`config.mk`:
```
export PLATFORM = sky130hd
export DESIGN_NAME = catmull_rom_spline_sampler
export DESIGN_NICKNAME = d
export VERILOG_FILES = /design/src/design/crs_pkg.sv /design/src/design/crs_div.sv /design/src/design/crs_mul.sv /design/src/design/catmull_rom_spline_sampler.sv
export SDC_FILE = /design/constraint.sdc
export NUM_CORES = 2
export LEC_CHECK = 0
export ABC_AREA = 0
export ABC_CLOCK_PERIOD_IN_PS = 18770
export BUFFER_PORTS_ARGS = -buffer_cell sky130_fd_sc_hd__buf_2
export CORE_MARGIN = 5
export CORE_UTILIZATION = 59
export CTS_CLUSTER_DIAMETER = 100
export DETAILED_ROUTE_END_ITERATION = 8
export PLACE_DENSITY = 0.76
export SYNTH_ARGS = -nofsm -noshare
export SYNTH_HDL_FRONTEND = slang
export SYNTH_HIERARCHICAL = 1
export SYNTH_SLANG_ARGS = --single-unit
```
`constraint.sdc`:
```
create_clock -name clock -period 18.77 [get_ports clock]
set_clock_uncertainty 0.05 [all_clocks]
set_input_delay 0.9385 -clock clock [delete_from_list [all_inputs] [get_ports clock]]
set_output_delay 0.9385 -clock clock [all_outputs]
set_load 0.03 [all_outputs]
```
`src/design/crs_pkg.sv`:
```
`timescale 1ns / 1ps

package crs_pkg;

   localparam int COORD_BITS_DEF  = 16;
   localparam int FRAC_BITS_DEF   = 8;
   localparam int MAX_SAMPLES_DEF = 31;

   // Width and reset value of the samples-per-segment register.
   localparam int CFG_BITS = 5;
   localparam logic [CFG_BITS-1:0] CFG_RESET = 5'd20;

   // Slots of the per-sample multiply schedule.
   localparam int STEP_BITS = 4;
   localparam logic [STEP_BITS-1:0] STEP_TT     = 4'd0;
   localparam logic [STEP_BITS-1:0] STEP_DX     = 4'd1;
   localparam logic [STEP_BITS-1:0] STEP_T2T    = 4'd2;
   localparam logic [STEP_BITS-1:0] STEP_AX     = 4'd3;
   localparam logic [STEP_BITS-1:0] STEP_BX     = 4'd4;
   localparam logic [STEP_BITS-1:0] STEP_DY     = 4'd5;
   localparam logic [STEP_BITS-1:0] STEP_AY     = 4'd6;
   localparam logic [STEP_BITS-1:0] STEP_BY     = 4'd7;
   localparam logic [STEP_BITS-1:0] STEP_Y_DONE = 4'd8;

   typedef enum logic [4:0] {
      ST_IDLE   = 5'b00001,
      ST_DIV    = 5'b00010,
      ST_SETUP  = 5'b00100,
      ST_SAMPLE = 5'b01000,
      ST_DONE   = 5'b10000
   } state_type;

endpackage

```
`src/design/crs_div.sv`:
```
`timescale 1ns / 1ps

// Restoring divider for (1 << FRAC_BITS) / divisor, one quotient bit per cycle.
module crs_div #(
   parameter int FRAC_BITS = crs_pkg::FRAC_BITS_DEF,
   parameter int DIV_BITS  = crs_pkg::CFG_BITS
) (
   input  logic                clock,
   input  logic                reset,
   input  logic                start,
   input  logic [DIV_BITS-1:0] divisor,
   output logic                done,
   output logic [FRAC_BITS:0]  quot,
   output logic [DIV_BITS-1:0] rem
);

   localparam int QW = FRAC_BITS + 1;
   localparam int CW = $clog2(FRAC_BITS + 1);

   logic                busy_ff, busy_in;
   logic                done_ff, done_in;
   logic [CW-1:0]       cnt_ff, cnt_in;
   logic [DIV_BITS-1:0] div_ff, div_in;
   logic [DIV_BITS-1:0] rem_ff, rem_in;
   logic [QW-1:0]       quot_ff, quot_in;
   logic [DIV_BITS:0]   trial;
   logic [DIV_BITS:0]   diff;
   logic                bit_in;
   logic                ge;

   always_comb begin
      // The dividend has a single one at its top bit.
      bit_in  = (cnt_ff == CW'(FRAC_BITS));
      trial   = {rem_ff, bit_in};
      ge      = (trial >= {1'b0, div_ff});
      diff    = trial - {1'b0, div_ff};
      busy_in = busy_ff;
      done_in = 1'b0;
      cnt_in  = cnt_ff;
      div_in  = div_ff;
      rem_in  = rem_ff;
      quot_in = quot_ff;
      if (start) begin
         busy_in = 1'b1;
         cnt_in  = CW'(FRAC_BITS);
         div_in  = divisor;
         rem_in  = '0;
         quot_in = '0;
      end else if (busy_ff) begin
         rem_in  = ge ? diff[DIV_BITS-1:0] : trial[DIV_BITS-1:0];
         quot_in = {quot_ff[QW-2:0], ge};
         cnt_in  = cnt_ff - CW'(1);
         if (cnt_ff == '0) begin
            busy_in = 1'b0;
            done_in = 1'b1;
         end
      end
   end

   always_ff @(posedge clock) begin
      if (reset) begin
         busy_ff <= 1'b0;
         done_ff <= 1'b0;
      end else begin
         busy_ff <= busy_in;
         done_ff <= done_in;
      end
      cnt_ff  <= cnt_in;
      div_ff  <= div_in;
      rem_ff  <= rem_in;
      quot_ff <= quot_in;
   end

   assign done = done_ff;
   assign quot = quot_ff;
   assign rem  = rem_ff;

endmodule

```
`src/design/crs_mul.sv`:
```
`timescale 1ns / 1ps

// Shared signed multiplier with a registered product. The result is the
// product shifted right by FRAC_BITS, rounded toward minus infinity.
module crs_mul #(
   parameter int AW        = 20,
   parameter int BW        = 10,
   parameter int FRAC_BITS = crs_pkg::FRAC_BITS_DEF
) (
   input  logic                 clock,
   input  logic                 load,
   input  logic signed [AW-1:0] op_a,
   input  logic signed [BW-1:0] op_b,
   output logic signed [AW-1:0] res
);

   logic signed [AW+BW-1:0] prod_ff, prod_in;

   assign prod_in = op_a * op_b;

   always_ff @(posedge clock) begin
      if (load) begin
         prod_ff <= prod_in;
      end
   end

   assign res = prod_ff[FRAC_BITS +: AW];

endmodule

```
`src/design/catmull_rom_spline_sampler.sv`:
```
`timescale 1ns / 1ps

// Uniform Catmull-Rom sampler for 2-D control points in signed fixed point.
// Each point is one request transaction; the point that completes a segment
// produces samples_per_segment+1 response transactions (clamped to 1 ..
// MAX_SAMPLES intervals), and a point flagged last also flushes the final
// segment, so one request yields 0 to 2*(MAX_SAMPLES+1) responses. rsp_run_end
// marks the last response of a request. The block takes one request at a time:
// a request that completes a segment passes through the bit-serial divider that
// forms the parameter step, then per segment a setup state and the per-sample
// multiply schedule, in which all eight products of a sample (t squared, t cubed
// and three blend terms per axis) share one multiplier, then a closing state.
// The default is 20 intervals.
// A stalled response port holds the sequencer in its last sample slot.
module catmull_rom_spline_sampler #(
   parameter int COORD_BITS  = crs_pkg::COORD_BITS_DEF,
   parameter int FRAC_BITS   = crs_pkg::FRAC_BITS_DEF,
   parameter int MAX_SAMPLES = crs_pkg::MAX_SAMPLES_DEF
) (
   input  logic                         clock,
   input  logic                         reset,
   input  logic                         req_valid,
   output logic                         req_ready,
   input  logic signed [COORD_BITS-1:0] req_point_x,
   input  logic signed [COORD_BITS-1:0] req_point_y,
   input  logic                         req_last_point,
   output logic                         rsp_valid,
   input  logic                         rsp_ready,
   output logic signed [COORD_BITS-1:0] rsp_curve_x,
   output logic signed [COORD_BITS-1:0] rsp_curve_y,
   output logic                         rsp_run_end,
   input  logic                         csr_valid,
   output logic                         csr_ready,
   input  logic [crs_pkg::CFG_BITS-1:0] csr_samples_per_segment
);

   localparam int C   = COORD_BITS;
   localparam int DW  = crs_pkg::CFG_BITS;
   localparam int TW  = FRAC_BITS + 1;
   localparam int BW  = FRAC_BITS + 2;
   localparam int AW  = (COORD_BITS + 4 > FRAC_BITS + 2) ? COORD_BITS + 4 : FRAC_BITS + 2;
   localparam int VW  = AW + 1;
   localparam int SB  = crs_pkg::STEP_BITS;
   localparam logic [TW-1:0] FP_ONE = TW'(1) << FRAC_BITS;
   localparam logic [DW-1:0] MAX_STEPS = DW'(MAX_SAMPLES);
   localparam logic signed [VW-1:0] SAT_HI = {{(VW-C+1){1'b0}}, {(C-1){1'b1}}};
   localparam logic signed [VW-1:0] SAT_LO = {{(VW-C+1){1'b1}}, {(C-1){1'b0}}};

   function automatic logic signed [AW-1:0] ext_a(input logic signed [C-1:0] p);
      return {{(AW-C){p[C-1]}}, p};
   endfunction

   function automatic logic signed [AW-1:0] coef_d(input logic signed [AW-1:0] p0,
                                                   input logic signed [AW-1:0] p2);
      return p2 - p0;
   endfunction

   function automatic logic signed [AW-1:0] coef_a(input logic signed [AW-1:0] p0,
                                                   input logic signed [AW-1:0] p1,
                                                   input logic signed [AW-1:0] p2,
                                                   input logic signed [AW-1:0] p3);
      return (p0 <<< 1) - ((p1 <<< 2) + p1) + (p2 <<< 2) - p3;
   endfunction

   function automatic logic signed [AW-1:0] coef_b(input logic signed [AW-1:0] p0,
                                                   input logic signed [AW-1:0] p1,
                                                   input logic signed [AW-1:0] p2,
                                                   input logic signed [AW-1:0] p3);
      return ((p1 <<< 1) + p1) - p0 - ((p2 <<< 1) + p2) + p3;
   endfunction

   // Halves the blend sum (the constant one-half factor) and clamps it.
   function automatic logic signed [C-1:0] finish(input logic signed [VW-1:0] v);
      logic signed [VW-1:0] h;
      h = v >>> 1;
      if (h > SAT_HI) begin
         return SAT_HI[C-1:0];
      end else if (h < SAT_LO) begin
         return SAT_LO[C-1:0];
      end
      return h[C-1:0];
   endfunction

   crs_pkg::state_type state_ff, state_in;

   logic [DW-1:0] csr_steps_ff, csr_steps_in;
   logic [DW-1:0] steps_ff, steps_in;
   logic [DW-1:0] steps_eff;
   logic [1:0]    seen_ff, seen_in;

   logic signed [C-1:0] in_x_ff, in_y_ff;
   logic                last_ff;
   logic signed [C-1:0] win_x_ff [3];
   logic signed [C-1:0] win_y_ff [3];
   logic                seg_b_ff, seg_b_in;

   logic signed [AW-1:0] dx_ff, ax_ff, bx_ff, dy_ff, ay_ff, by_ff;
   logic signed [C-1:0]  p1x_ff, p1y_ff;
   logic signed [AW-1:0] q0x, q1x, q2x, q3x, q0y, q1y, q2y, q3y;

   logic [SB-1:0] step_ff, step_in;
   logic [DW-1:0] s_ff, s_in;
   logic [TW-1:0] t_ff, t_in;
   logic [TW-1:0] t2_ff, t2_in;
   logic [TW-1:0] t3_ff, t3_in;
   logic [DW-1:0] trem_ff, trem_in;
   logic [DW:0]   rsum;
   logic          wrap;

   logic signed [VW-1:0] acc_ff, acc_in;
   logic signed [VW-1:0] acc_sum;
   logic signed [C-1:0]  xh_ff, xh_in;

   logic                 rsp_valid_ff, rsp_valid_in;
   logic signed [C-1:0]  rsp_x_ff, rsp_y_ff;
   logic                 rsp_end_ff;
   logic                 rsp_load;
   logic                 out_free;

   logic                 has_a, has_b, any_seg;
   logic                 req_fire;
   logic                 last_sample;
   logic                 run_end;

   logic                 div_start, div_done;
   logic [TW-1:0]        div_quot;
   logic [DW-1:0]        div_rem;

   logic                 mul_load;
   logic signed [AW-1:0] mul_a;
   logic signed [BW-1:0] mul_b;
   logic signed [AW-1:0] mul_res;

   assign req_ready = (state_ff == crs_pkg::ST_IDLE);
   assign csr_ready = 1'b1;
   assign req_fire  = req_valid && req_ready;

   assign has_a   = seen_ff[1];
   assign has_b   = last_ff && (seen_ff != 2'd0);
   assign any_seg = seen_ff[1] || (req_last_point && (seen_ff != 2'd0));

   always_comb begin
      priority if (csr_steps_ff == '0) begin
         steps_eff = DW'(1);
      end else if (csr_steps_ff > MAX_STEPS) begin
         steps_eff = MAX_STEPS;
      end else begin
         steps_eff = csr_steps_ff;
      end
   end

   assign csr_steps_in = (csr_valid && csr_ready) ? csr_samples_per_segment : csr_steps_ff;
   assign steps_in     = req_fire ? steps_eff : steps_ff;
   assign div_start    = req_fire && any_seg;

   crs_div #(
      .FRAC_BITS (FRAC_BITS),
      .DIV_BITS  (DW)
   ) u_div (
      .clock   (clock),
      .reset   (reset),
      .start   (div_start),
      .divisor (steps_eff),
      .done    (div_done),
      .quot    (div_quot),
      .rem     (div_rem)
   );

   // Control points of the current segment; the end point doubles as its own
   // neighbor at the start and at the end of a curve.
   always_comb begin
      if (!seg_b_ff) begin
         q0x = ext_a((seen_ff == 2'd2) ? win_x_ff[1] : win_x_ff[2]);
         q0y = ext_a((seen_ff == 2'd2) ? win_y_ff[1] : win_y_ff[2]);
         q1x = ext_a(win_x_ff[1]);
         q1y = ext_a(win_y_ff[1]);
         q2x = ext_a(win_x_ff[0]);
         q2y = ext_a(win_y_ff[0]);
      end else begin
         q0x = ext_a((seen_ff == 2'd1) ? win_x_ff[0] : win_x_ff[1]);
         q0y = ext_a((seen_ff == 2'd1) ? win_y_ff[0] : win_y_ff[1]);
         q1x = ext_a(win_x_ff[0]);
         q1y = ext_a(win_y_ff[0]);
         q2x = ext_a(in_x_ff);
         q2y = ext_a(in_y_ff);
      end
      q3x = ext_a(in_x_ff);
      q3y = ext_a(in_y_ff);
   end

   // Multiplier schedule: one product issued per slot, consumed in the next.
   always_comb begin
      mul_a = '0;
      mul_b = '0;
      unique case (step_ff)
         crs_pkg::STEP_TT: begin
            mul_a = AW'({1'b0, t_ff});
            mul_b = {1'b0, t_ff};
         end
         crs_pkg::STEP_DX: begin
            mul_a = dx_ff;
            mul_b = {1'b0, t_ff};
         end
         crs_pkg::STEP_T2T: begin
            mul_a = AW'({1'b0, t2_ff});
            mul_b = {1'b0, t_ff};
         end
         crs_pkg::STEP_AX: begin
            mul_a = ax_ff;
            mul_b = {1'b0, t2_ff};
         end
         crs_pkg::STEP_BX: begin
            mul_a = bx_ff;
            mul_b = {1'b0, t3_ff};
         end
         crs_pkg::STEP_DY: begin
            mul_a = dy_ff;
            mul_b = {1'b0, t_ff};
         end
         crs_pkg::STEP_AY: begin
            mul_a = ay_ff;
            mul_b = {1'b0, t2_ff};
         end
         crs_pkg::STEP_BY: begin
            mul_a = by_ff;
            mul_b = {1'b0, t3_ff};
         end
         default: begin
            mul_a = '0;
            mul_b = '0;
         end
      endcase
   end

   assign mul_load = (state_ff == crs_pkg::ST_SAMPLE) && (step_ff != crs_pkg::STEP_Y_DONE);

   crs_mul #(
      .AW        (AW),
      .BW        (BW),
      .FRAC_BITS (FRAC_BITS)
   ) u_mul (
      .clock (clock),
      .load  (mul_load),
      .op_a  (mul_a),
      .op_b  (mul_b),
      .res   (mul_res)
   );

   assign acc_sum     = acc_ff + {mul_res[AW-1], mul_res};
   assign out_free    = !rsp_valid_ff || rsp_ready;
   assign last_sample = (s_ff == steps_ff);
   assign run_end     = last_sample && (seg_b_ff || !has_b);
   assign rsp_load    = (state_ff == crs_pkg::ST_SAMPLE) &&
                        (step_ff == crs_pkg::STEP_Y_DONE) && out_free;

   // Next parameter value: t advances by the quotient, and the remainder
   // accumulates until it carries one more unit into t.
   assign rsum = {1'b0, trem_ff} + {1'b0, div_rem};
   assign wrap = (rsum >= {1'b0, steps_ff});

   always_comb begin
      state_in = state_ff;
      seg_b_in = seg_b_ff;
      step_in  = step_ff;
      s_in     = s_ff;
      t_in     = t_ff;
      trem_in  = trem_ff;
      t2_in    = t2_ff;
      t3_in    = t3_ff;
      acc_in   = acc_ff;
      xh_in    = xh_ff;
      seen_in  = seen_ff;
      unique case (state_ff)
         crs_pkg::ST_IDLE: begin
            if (req_fire) begin
               state_in = any_seg ? crs_pkg::ST_DIV : crs_pkg::ST_DONE;
            end
         end
         crs_pkg::ST_DIV: begin
            if (div_done) begin
               seg_b_in = !has_a;
               state_in = crs_pkg::ST_SETUP;
            end
         end
         crs_pkg::ST_SETUP: begin
            step_in  = crs_pkg::STEP_TT;
            s_in     = '0;
            t_in     = '0;
            trem_in  = '0;
            state_in = crs_pkg::ST_SAMPLE;
         end
         crs_pkg::ST_SAMPLE: begin
            step_in = step_ff + SB'(1);
            unique case (step_ff)
               crs_pkg::STEP_TT: begin
                  acc_in = {{(VW-C-1){p1x_ff[C-1]}}, p1x_ff, 1'b0};
               end
               crs_pkg::STEP_DX: begin
                  t2_in = mul_res[TW-1:0];
               end
               crs_pkg::STEP_T2T, crs_pkg::STEP_BX, crs_pkg::STEP_AY,
               crs_pkg::STEP_BY: begin
                  acc_in = acc_sum;
               end
               crs_pkg::STEP_AX: begin
                  t3_in = mul_res[TW-1:0];
               end
               crs_pkg::STEP_DY: begin
                  xh_in  = finish(acc_sum);
                  acc_in = {{(VW-C-1){p1y_ff[C-1]}}, p1y_ff, 1'b0};
               end
               crs_pkg::STEP_Y_DONE: begin
                  step_in = step_ff;
                  if (out_free) begin
                     step_in = crs_pkg::STEP_TT;
                     if (last_sample) begin
                        if (!seg_b_ff && has_b) begin
                           seg_b_in = 1'b1;
                           state_in = crs_pkg::ST_SETUP;
                        end else begin
                           state_in = crs_pkg::ST_DONE;
                        end
                     end else begin
                        s_in    = s_ff + DW'(1);
                        trem_in = wrap ? DW'(rsum - {1'b0, steps_ff}) : rsum[DW-1:0];
                        t_in    = t_ff + div_quot + TW'(wrap);
                     end
                  end
               end
               default: begin
                  step_in = crs_pkg::STEP_TT;
               end
            endcase
         end
         crs_pkg::ST_DONE: begin
            if (last_ff) begin
               seen_in = 2'd0;
            end else if (seen_ff != 2'd3) begin
               seen_in = seen_ff + 2'd1;
            end
            state_in = crs_pkg::ST_IDLE;
         end
         default: begin
            state_in = crs_pkg::ST_IDLE;
         end
      endcase
   end

   always_comb begin
      if (rsp_load) begin
         rsp_valid_in = 1'b1;
      end else if (rsp_ready) begin
         rsp_valid_in = 1'b0;
      end else begin
         rsp_valid_in = rsp_valid_ff;
      end
   end

   always_ff @(posedge clock) begin
      if (reset) begin
         state_ff     <= crs_pkg::ST_IDLE;
         seen_ff      <= 2'd0;
         csr_steps_ff <= crs_pkg::CFG_RESET;
         rsp_valid_ff <= 1'b0;
         step_ff      <= crs_pkg::STEP_TT;
      end else begin
         state_ff     <= state_in;
         seen_ff      <= seen_in;
         csr_steps_ff <= csr_steps_in;
         rsp_valid_ff <= rsp_valid_in;
         step_ff      <= step_in;
      end
   end

   always_ff @(posedge clock) begin
      steps_ff <= steps_in;
      seg_b_ff <= seg_b_in;
      s_ff     <= s_in;
      t_ff     <= t_in;
      trem_ff  <= trem_in;
      t2_ff    <= t2_in;
      t3_ff    <= t3_in;
      acc_ff   <= acc_in;
      xh_ff    <= xh_in;
      if (req_fire) begin
         in_x_ff <= req_point_x;
         in_y_ff <= req_point_y;
         last_ff <= req_last_point;
      end
      if (state_ff == crs_pkg::ST_SETUP) begin
         dx_ff  <= coef_d(q0x, q2x);
         ax_ff  <= coef_a(q0x, q1x, q2x, q3x);
         bx_ff  <= coef_b(q0x, q1x, q2x, q3x);
         dy_ff  <= coef_d(q0y, q2y);
         ay_ff  <= coef_a(q0y, q1y, q2y, q3y);
         by_ff  <= coef_b(q0y, q1y, q2y, q3y);
         p1x_ff <= q1x[C-1:0];
         p1y_ff <= q1y[C-1:0];
      end
      if ((state_ff == crs_pkg::ST_DONE) && !last_ff) begin
         win_x_ff[2] <= win_x_ff[1];
         win_x_ff[1] <= win_x_ff[0];
         win_x_ff[0] <= in_x_ff;
         win_y_ff[2] <= win_y_ff[1];
         win_y_ff[1] <= win_y_ff[0];
         win_y_ff[0] <= in_y_ff;
      end
      if (rsp_load) begin
         rsp_x_ff   <= xh_ff;
         rsp_y_ff   <= finish(acc_sum);
         rsp_end_ff <= run_end;
      end
   end

   assign rsp_valid   = rsp_valid_ff;
   assign rsp_curve_x = rsp_x_ff;
   assign rsp_curve_y = rsp_y_ff;
   assign rsp_run_end = rsp_end_ff;

`ifndef SYNTHESIS
   // Once a request is accepted, req_ready drops before another can be taken.
   a_one_at_a_time: assert property (@(posedge clock) disable iff (reset)
      req_valid && req_ready |=> !req_ready)
      else $error("request accepted while a previous one is in progress");

   // The parameter never steps past one.
   a_t_in_range: assert property (@(posedge clock) disable iff (reset)
      state_ff == crs_pkg::ST_SAMPLE |-> t_ff <= FP_ONE)
      else $error("sample parameter exceeds one");

   // The slot counter stays inside the multiply schedule.
   a_step_in_range: assert property (@(posedge clock) disable iff (reset)
      state_ff == crs_pkg::ST_SAMPLE |-> step_ff <= crs_pkg::STEP_Y_DONE)
      else $error("multiply slot counter out of range");

   // The sample counter never runs past the interval count.
   a_sample_count: assert property (@(posedge clock) disable iff (reset)
      state_ff == crs_pkg::ST_SAMPLE |-> s_ff <= steps_ff)
      else $error("sample index beyond the segment");
`endif

endmodule

```
**Word level (Yosys, flattened, before mapping)**

Memories as Yosys holds them, arrays and structs flattened.
Index checks and enable logic that the tools add are counted.

- Word-level logic and storage cells: 208
- Bits in read-only memories: 0
- Memories kept: 2
- Bits in writable memories: 96
- Bits in latches: 0
- Output and inout bits: 36
- Register bits after elaboration: 368
- Bits of input ports: 43

Memories:

| name | depth | width | read ports | clocked after Yosys merged registers in | wr ports | RTL line | source |
|---|---|---|---|---|---|---|---|
| win_x_ff | 3 | 16 | 3 | 0 | 3 | catmull_rom_spline_sampler.sv:93 | `logic signed [C-1:0] win_x_ff [3];` |
| win_y_ff | 3 | 16 | 3 | 0 | 3 | catmull_rom_spline_sampler.sv:94 | `logic signed [C-1:0] win_y_ff [3];` |

- $mul: 1
- Muxes and demuxes: 65
- Shifts and indexed selects: 0
- Eq/ne operators: 27
- Reductions and logical operators: 42
- Order comparisons: 5
- Div/mod/pow operators: 0
- Add/subtract/negate cells: 30
- Bitwise logic cells: 1

Operators by type and width:

| kind | count |
|---|---|
| $add 20x20->20 | 8 |
| $pmux 20 s8 | 1 |
| $sub 20x20->20 | 8 |
| $mux 16 | 8 |
| $mux 20 | 6 |
| $mux 5 | 17 |
| $pmux 21 s3 | 1 |
| $add 20x16->20 | 2 |
| $sub 20x16->20 | 2 |
| $mul 20x10->28 | 1 |
| $mux 9 | 3 |
| $pmux 9 s3 | 1 |
| $add 21x21->21 | 1 |
| $gt 20x16->1 const B | 1 |
| $lt 20x16->1 const B | 1 |
| $pmux 5 s2 | 2 |
| $pmux 5 s4 | 1 |
| $mux 1 | 18 |
| $pmux 9 s2 | 1 |
| $eq 4x3->1 const B | 4 |
| $pmux 4 s2 | 2 |
| $ge 6x5->1 | 2 |
| $reduce_and 2->1 | 6 |
| $logic_and 1x1->1 | 10 |
| 41 further kinds | 64 |

**Depth between registers and ports, before layout**

- Depth after elaboration: 8
- Mapped depth: 28
- Depth with buffers taken out: 26

**Modules after synthesis**

Netlist, hierarchy kept.

Modules (own cells, without submodules):

| module | times used | area an instance (µm²) | cells an instance | sequential area each (µm²) |
|---|---|---|---|---|
| catmull_rom_spline_sampler | 1 | 28598.7 | 2464 | 12171.7 |
| crs_mul | 1 | 7144.4 | 774 | 600.6 |
| crs_div | 1 | 1152.4 | 115 | 550.5 |

**Least setup slack after synthesis**

No wires, ideal clock.

- Path kind: register -> register
- From: reg state_ff[0]
- To: reg s_ff[0] (enable)
- Setup time: 0.399 ns
- Cell stages (with the launch flop): 4
- Slack: 5.009 ns
- Data required time: 18.321 ns
- Period minus slack after synthesis: 13.761 ns
- Buffers on the path: 0
- Data arrival time: 13.312 ns
- Cells stage by stage: dfxtp_1 or3_1 nor3b_1 o21bai_1

- Longest elaborated chain between the ends: 3
- Elaborated cells between the ends (all ways): 7
- Classes of those cells: 5 x eq/ne; 2 x reduce/logical

RTL lines:

| what | RTL line | source |
|---|---|---|
| start: declaration | catmull_rom_spline_sampler.sv:84 | `crs_pkg::state_type state_ff, state_in;` |
| start signal: assignment | catmull_rom_spline_sampler.sv:361 | `state_ff <= crs_pkg::ST_IDLE;` |
| start signal: assignment | catmull_rom_spline_sampler.sv:367 | `state_ff <= state_in;` |
| $eq 5x4->1 or $eq 5x3->1 (tied branches) | catmull_rom_spline_sampler.sv:273 | `unique case (state_ff)` |
| $ne 2x2->1 (no line) (tied with other cells) | - |  |
| $reduce_and 4->1 (no line) (*) | - |  |
| end signal: assignment | catmull_rom_spline_sampler.sv:378 | `s_ff <= s_in;` |
| end: declaration | catmull_rom_spline_sampler.sv:102 | `logic [DW-1:0] s_ff, s_in;` |

Mark *: on every way between the ends. The rest lies on a longest branch, timed or not.
A chain may end at the register's enable or synchronous reset.

**Worst setup path after layout**

- From: reg step_ff[0]
- To: reg u_mul.prod_ff[27], data pin

- Longest elaborated chain between the ends: 4
- Elaborated cells between the ends (all ways): 14
- Classes of those cells: 1 x mul; 7 x eq/ne; 2 x mux; 4 x reduce/logical

RTL lines:

| what | RTL line | source |
|---|---|---|
| start: declaration | catmull_rom_spline_sampler.sv:101 | `logic [SB-1:0] step_ff, step_in;` |
| start signal: assignment | catmull_rom_spline_sampler.sv:365 | `step_ff <= crs_pkg::STEP_TT;` |
| start signal: assignment | catmull_rom_spline_sampler.sv:371 | `step_ff <= step_in;` |
| $eq 4x3->1 (tied with other cells) | catmull_rom_spline_sampler.sv:195 | `unique case (step_ff)` |
| $reduce_or 4->1 (no line) or $reduce_or 2->1 (tied branches) | - |  |
| $pmux 9 s3 (*) | catmull_rom_spline_sampler.sv:195 |  |
| via mul_b[4] | catmull_rom_spline_sampler.sv:131 | `logic signed [BW-1:0] mul_b;` |
| $mul 20x10->28 (*) | crs_mul.sv:19 | `assign prod_in = op_a * op_b;` |
| via u_mul.prod_in[27] | crs_mul.sv:17 | `logic signed [AW+BW-1:0] prod_ff, prod_in;` |
| end signal: assignment | crs_mul.sv:23 | `prod_ff <= prod_in;` |
| end: declaration | crs_mul.sv:17 |  |

The timed path passes the listed nets; every way through them passes the cells marked *.

==> results.json <==
{
  "hpwl_um": 60800,
  "powerDensity_mw_per_mm2": 91.8,
  "drv_cap": 0,
  "wl_per_cell_um": 18.1,
  "cp.arrival_ns": 7.89,
  "finalWirelength_um": 77800,
  "p_leak_nw": 17.3,
  "grt_pass1_wl_um": 128000,
  "clkLatencyLatePin_ns": 0.60,
  "placed_area_mm2": 0.0381,
  "fmax_ghz": 0.131,
  "grt_pass1_vias": 24800,
  "synth_cell_type_count": 97,
  "root_buffer": "clkbuf_16",
  "gp_congestion": 0.929,
  "synth.cell_area_mm2": 0.0369,
  "antenna_left": 0,
  "cp-end-kind": "flop",
  "slowest_stage": "or2_2",
  "critPathMaxFanout": 21,
  "synth_cells": 3353,
  "initial_core_util": 0.597,
  "maxSlewViolCount": 0,
  "synth-seq-cells": 456,
  "tightestPinTransition_ns": 1.14,
  "vias_per_cell": 5.54,
  "grt_usage": 0.235,
  "hold_viol": 0,
  "critPathTopFamily": "adder cells",
  "finalPower_mw": 3.66,
  "path_common_cell": "inv_1",
  "drtIter0Drc": 1513,
  "start_kind": "flop",
  "yosys_warnings": 6,
  "synth_edf_count": 419,
  "cp.required_ns": 19.06,
  "clkSinkCount": 456,
  "gr-total-overflow": 0,
  "relSlewSlack": 0.240,
  "first_pass_iters": 7,
  "vias": 23800,
  "io_buffers": 77,
  "critPathBufInv": 6,
  "rows": 91,
  "finalSetupViolCount": 0,
  "ir_drop_mv": 0.0794,
  "hold_buffers": 0,
  "period_share": 0.405,
  "cts_made_buffers": 51,
  "die_w_um": 260,
  "clockBufferDepth": 3,
  "synth_area_per_cell_um2": 11.0,
  "fin_crit_ns": 7.61,
  "cts_tree": "yes",
  "critical_path_class": "reg -> reg",
  "drive_above_1_share": 0.0753,
  "drc_errors": 0,
  "htreeDepth": 2,
  "syn2layout_area_growth_pct": 8.08,
  "setup_slack_ns": 11.16,
  "r2r_slack_ns": 11.16,
  "ys.flop_type": "edfxtp_1",
  "synthArstFlopShare": 0,
  "seq_area_frac_synth": 0.361,
  "crit_chain": "inv_1, ha_1, and2_1, or2_2, a222oi_1, inv_1, and2_1, fa_1, inv_1, fa_1, inv_1, fa_1, fa_1, inv_1, fa_1, inv_1, ha_1, o21a_1, o21ai_0, nor3_2, a211oi_4, o211ai_2, a31oi_1, xnor2_1",
  "min_path_type": "reg -> reg",
  "max_stage_delay_ns": 0.53,
  "final_net_count": 4092,
  "pre_cts_ws_ns": 11.19,
  "status": "finished, final reports clean",
  "grt_antenna_before_repair": 3,
  "post_cts_buffers": 0,
  "design_area_mm2": 0.0399,
  "nFillCells": 4714,
  "grt_max_degree": 83,
  "tns_ns": 0,
  "io-pin-count": 79,
  "rsz0062_at_grt": "no",
  "clk_pin_slew_ns": 0.06,
  "post_cts_resized": 0,
  "core_mm2": 0.0618,
  "dieArea_mm2": 0.0676,
  "die_height_um": 260
}
-- cells in the final DEF, fill, tap and decap left out, types with 37 or more instances in the layout --
master / synthesis / layout
inv_1: 664 / 664
edfxtp_1: 419 / 419
fa_1: 382 / 382
ha_1: 256 / 254
nand2_1: 206 / 206
nor2_1: 134 / 132
xnor2_1: 124 / 124
o21ai_0: 110 / 110
mux2i_1: 109 / 109
a21oi_1: 102 / 101
a22oi_1: 86 / 86
and2_1: 83 / 83
buf_2: 8 / 77
xor2_1: 53 / 53
clkbuf_16: 0 / 53
nor2b_1: 47 / 47
a21o_1: 42 / 42
dfxtp_1: 37 / 37
-- where the power goes --
part	switching [mW]	internal [mW]	total, mW
clock network	0.420	0.625	1.05
registers	0.0378	1.22	1.25
logic	0.784	0.579	1.36
-- worst reg2reg max path, stage by stage, from the launching register on --
cell      delay [ns]
dfxtp_1         0.43
inv_1           0.10
ha_1            0.23
and2_1          0.45
or2_2           0.54
a222oi_1        0.37
inv_1           0.35
and2_1          0.28
fa_1            0.53
inv_1           0.05
fa_1            0.53
inv_1           0.05
fa_1            0.45
fa_1            0.49
inv_1           0.05
fa_1            0.47
inv_1           0.04
ha_1            0.31
o21a_1          0.19
o21ai_0         0.38
nor3_2          0.13
a211oi_4        0.42
o211ai_2        0.15
a31oi_1         0.22
xnor2_1         0.08
-- sequential cells by signal, summed over array words and instances (netlist names), 16 cells and up --
signal         count
acc_ff            21
p1y_ff            16
dx_ff             20
in_y_ff           16
by_ff             20
p1x_ff            16
ax_ff             20
u_mul/prod_ff     20
win_y_ff          48
rsp_curve_y       16
dy_ff             20
in_x_ff           16
bx_ff             20
ay_ff             20
rsp_curve_x       16
win_x_ff          48
xh_ff             16
-- logic make-up after synthesis --
| family | after synthesis | share of synthesized area |
|---|---|---|
| xor gates and xnor gates | 178 | 0.0425 |
| DFF | 456 | 0.361 |
| muxes | 144 | 0.0403 |
| other | 2 | 0.000204 |
| and+or+nand+nor | 654 | 0.0870 |
| buffers and inverters | 766 | 0.0787 |
| AOI/OAI and AO/OA | 513 | 0.0956 |
| adders and majority gates | 640 | 0.295 |
-- layer usage --
layer  wire length (um)  track usage
met3               5750       0.0493
met2              36600        0.390
met5                 27            0
met4               1830       0.0581
met1              33600        0.322
-- final cells by class --
| class | instances | area, um2 | share of cell area |
|---|---|---|---|
| inverter | 665 | 2500 | 0.0626 |
| tap | 837 | 1050 | 0.0263 |
| sequential | 456 | 13300 | 0.334 |
| clock buffer | 58 | 1350 | 0.0337 |
| timing repair buffer | 96 | 528 | 0.0132 |
| antenna | 1 | 2.50 | 0.0000628 |
| clock inverter | 37 | 403 | 0.0101 |
| multi-input combinational | 2141 | 20700 | 0.520 |
-- synthesized netlist by cell type, types with 13 or more instances --
cell type | number | area share
inv_1 | 664 | 0.068
edfxtp_1 | 419 | 0.34
fa_1 | 382 | 0.21
ha_1 | 256 | 0.087
nand2_1 | 206 | 0.021
nor2_1 | 134 | 0.014
xnor2_1 | 124 | 0.029
o21ai_0 | 110 | 0.015
mux2i_1 | 109 | 0.030
a21oi_1 | 102 | 0.014
a22oi_1 | 86 | 0.017
and2_1 | 83 | 0.014
clkbuf_1 | 74 | 0.0075
xor2_1 | 53 | 0.013
nor2b_1 | 47 | 0.0080
a21o_1 | 42 | 0.0085
dfxtp_1 | 37 | 0.020
nand3_1 | 36 | 0.0049
nor3_1 | 35 | 0.0047
mux2_2 | 34 | 0.010
nand2b_1 | 30 | 0.0051
nand4_1 | 18 | 0.0031
o21bai_1 | 17 | 0.0035
a211oi_1 | 16 | 0.0033
buf_1 | 14 | 0.0014
o21a_1 | 14 | 0.0028
o31ai_1 | 13 | 0.0026
-- final timing paths --
| kind | from | endpoint | cells past startpoint |
|---|---|---|---|
| setup / recovery | step_ff[0] | u_mul/prod_ff[27] | 24 |
| hold / removal | xh_ff[12] | rsp_curve_x[12] | 0 |
| setup reg to reg | step_ff[0] | u_mul/prod_ff[27] | 24 |
| hold reg to reg | xh_ff[12] | rsp_curve_x[12] | 0 |
-- per-stage QoR --
| step | utilization | instances | hold slack (ns) |
|---|---|---|---|
| after floorplan | - | 3363 | 0.350 |
| after global placement | 0.617 | 4195 | 0.351 |
| after detailed placement | 0.617 | 4195 | 0.355 |
| after CTS | 0.645 | 4290 | 0.365 |
| after global routing | 0.645 | 4290 | 0.371 |
| final | 0.645 | 4291 | 0.366 |
No activity file was read; power rests on OpenSTA's default activity.
